## src/ssh_ram.sv

```systemverilog
// ----------------------------------------------------------------------------
// ssh_ram
// Generic single-port-write, single-read RAM with registered read data.
// ----------------------------------------------------------------------------
`default_nettype none
module ssh_ram #(
    parameter int WIDTH = 8,
    parameter int DEPTH = 512
) (
    input  wire                     i_clk,
    input  wire                     i_we,
    input  wire [$clog2(DEPTH)-1:0] i_waddr,
    input  wire [WIDTH-1:0]         i_wdata,
    input  wire [$clog2(DEPTH)-1:0] i_raddr,
    output logic [WIDTH-1:0]        o_rdata
);
    logic [WIDTH-1:0] r_mem [DEPTH];

    always_ff @(posedge i_clk) begin
        if (i_we) begin
            r_mem[i_waddr] <= i_wdata;
        end
        o_rdata <= r_mem[i_raddr];
    end
endmodule
`default_nettype wire

```

## config.mk

```make
export PLATFORM = sky130hd
export DESIGN_NAME = ssh_ram
export DESIGN_NICKNAME = d
export VERILOG_FILES = /design/src/ssh_ram.sv
export SDC_FILE = /design/constraint.sdc
export NUM_CORES = 2
export LEC_CHECK = 0
export BUFFER_PORTS_ARGS = -buffer_cell sky130_fd_sc_hd__buf_2
export CORE_ASPECT_RATIO = 1.4
export CORE_MARGIN = 5
export CORE_UTILIZATION = 45
export DETAILED_ROUTE_END_ITERATION = 8
export GPL_ROUTABILITY_DRIVEN = 0
export PLACE_DENSITY = 0.69
export SETUP_SLACK_MARGIN = 0.2
export SLEW_MARGIN = 0
export SYNTH_ARGS = -nofsm -noshare
export SYNTH_HDL_FRONTEND = slang
export SYNTH_SLANG_ARGS = --single-unit
export TNS_END_PERCENT = 1
```

## constraint.sdc

```tcl
create_clock -name i_clk -period 5.6 [get_ports i_clk]
set_clock_uncertainty 0.1 [all_clocks]
set_input_delay 0.84 -clock i_clk [delete_from_list [all_inputs] [get_ports i_clk]]
set_output_delay 0.84 -clock i_clk [all_outputs]
set_load 0.02 [all_outputs]
```

==> metrics.txt <==
outcome=complete, no violations; initial core utilization=a little under half; nets@finish=8169; Slowest Stage Delay on Critical Path=approximately 0.89 ns; fillers=around 28000; cts repair resizes=0; GR Overflow Total=0; layout cell share with drive strength beyond 1=17.3%; DRT antenna net count=0; Vert. Die Dim=about 720 um; pwr dens=between 300 and 400 nW/um^2; Top delay family on crit path=simple AND/OR/NAND/NOR gates; slew margin rel.=12.1%; Worst Path Max Fanout=36; Syn Nets=8058; worst-path cell with the longest stage delay=nor4_1; commonest non-fill, non-tap cells in the layout=4096 x edfxtp_1, 797 x mux2i_1, 654 x mux4_2, 596 x nor2_1, 371 x o221ai_1; DRT iter0 DRCs=around 10000; Slew Limit Fails=0; worst vdd ir=299 uV; Synth warnings=0; dominant cells by area after synthesis=edfxtp_1 77%, mux4_2 9.2%, mux2i_1 5.0%; Crit path required time=6.36 ns; Adder-Cell Fraction of Synth Area=0%; Fin Setup TNS=0 ns; io pins=36; Worst setup startpoint=i_raddr[2]; Root Buffer=clkbuf_16; drc violations=0; reg2reg start=r_mem[56][0]$_DFFE_PP_; WL final=around 410000 um; TritonCTS Sinks=4104; synthesized flop and latch total=between 4000 and 5000; Final Non-Filler Cells=between 10000 and 15000; combinational family with the most area after synthesis=multiplexers; Synth Area in XOR/XNOR=0%; min cycle time layout=4.05 ns; slew of the pin with the lowest slew margin=around 1.3 ns; DR WL met2=roughly 210000 um; setup violators final=0; post-synthesis mux area share=about 14%; Clock Latency Late Sink=0.94 ns; min-delay src=i_wdata[6]; Post-CTS Hold Buffers=0; Worst EP arrival=between 4 and 5 ns; TritonCTS clock tree=done; vias=81800; EDFF count, synth=around 4000; drt pass-1 iters=6; fin crit share=~72%; Avg Inst Size Synth=approximately 20 sq um; Synth Area in Compound Gates=under 10%; placed wire-length estimate=257000 um; Area Overhead vs Synth=10.7%; Std-Cell Rows=259; CTS buffer count=approximately 360; CP Launch Type=input pin; clock-pin slew on the worst setup and hold paths=about 0.070 ns; cell area after synthesis=approximately 160000 sq um; crit path capture type=flip-flop; Buffers on Ports=35; cells along the critical path=buf_6 > nand2b_4 > buf_12 > o221ai_1 > a21oi_1 > nor4_1 > buf_4 > nand4_1 > nor4_1 > buf_4 > o2111a_1; Core ar.=about 350000 sq um; Post-Synth Simple-Gate Area=under 10%; top_reg_cell synth=edfxtp_1; vias per cell=roughly 6.2; worst hold margin=a little under 0.3 ns; post-synthesis sequential area ratio=roughly 77%; Die Width=about 510 um; HP Class=input pin to flip-flop; Post-synth ARST share=0%; vias in the first global route=roughly 83000; antenna violations before repair=29; Post CTS Setup Buffer Count=0; metal1 wirelength=145000 um; first-pass GRT wire length=593000 um; final hold violations=0; Max Fclk=between 200 and 250 MHz; Synth top area share=between 70 and 80%; CTS HTree Levels=5; RSZ-0062 raised after global routing=no; post-layout util=49.9%; Mapped Cells=about 8000; WL met3=32900 um; die area=around 370000 sq um; leading cell type in the layout, fill and taps excluded=edfxtp_1; Max Used Layer=met5; CTS max path bufs=4; crit path kind=input pin to flip-flop; Crit path buffers/inverters=4; GRT Util Overall=between 20 and 25%; leakage power=about 55 nW; DR WL/cell=roughly 32 um; Placed Cells incl. Taps=12500; post-synth cell types=51; Max-Cap Viols=0; largest net degree at the start of global routing=171; leading area contributor after synthesis=edfxtp_1
-- per-stage QoR --
stage               area, sq um  power (W)  setup slack [ns]
detailed placement       166000     0.0376             0.593
floorplan                160000     0.0361              2.69
finish                   177000     0.0610              1.55
global route             177000     0.0625              1.54
CTS                      177000     0.0612              1.56
global placement         166000     0.0375             0.474
-- worst paths after layout --
kind                            depth (start not counted)                       to  slack [ns]
worst max-delay path                                   11       o_rdata[0]$_DFF_P_        1.55
worst min-delay path                                    1  r_mem[209][6]$_DFFE_PP_        0.30
worst max register to register                          9       o_rdata[0]$_DFF_P_        2.20
worst min register to register                          5       o_rdata[6]$_DFF_P_        1.14
-- cell type report --
cell class,count,area [sq um],area share [%]
repair buffers,266,2900,1.64
diodes,17,42.5,0.0240
inverters,3,18.8,0.0106
multi-input cells,3410,34000,19.2
clock buffers,436,9420,5.32
clock inverters,196,1660,0.940
flip-flops and latches,4104,123000,69.5
well taps,4698,5880,3.32
-- where the power goes --
group	switching [W]	leakage (nW)	internal, W
sequential	0.0000419	36.9	0.0338
combinational	0.00210	13.0	0.000982
clock	0.0109	5.43	0.0131
total	0.0131	55.3	0.0479
-- cell usage after synthesis, types with 6 or more instances --
library cell	instances
edfxtp_1	4096
mux2i_1	797
mux4_2	654
nor2_1	597
o221ai_1	371
clkbuf_1	265
a21oi_1	194
o22ai_1	163
o21ai_0	118
nand2_1	111
nor3_1	109
buf_4	70
buf_6	64
a22oi_1	61
buf_2	57
buf_1	41
nand3_1	36
nor4_1	36
nand4_1	32
and2_1	20
a211oi_1	17
o31ai_1	13
buf_8	11
dfxtp_1	8
nor3b_1	8
o2111a_1	8
o41ai_1	7
nor2b_1	6
or3_1	6
-- registers in the layout, indices dropped and copies added, names as in the netlist --
register  flops
r_mem      4096
o_rdata       8
-- metal layers --
metal  global-route usage (%)  up-vias
li1                         -    33600
met1                     26.9    42800
met2                     37.7     4355
met3                     3.79      986
met4                     11.7       26
met5                        0        -
-- cell families (layout without fill, tap and decap cells) --
logic type | count (synthesis) | count (layout)
multiplexers | 1451 | 1451
AND/OR/NAND/NOR | 980 | 980
other | 0 | 17
buffers and inverters | 516 | 901
AO/OA/AOI/OAI | 979 | 979
flip-flops | 4104 | 4104
Power figures use the tool's default switching activity.
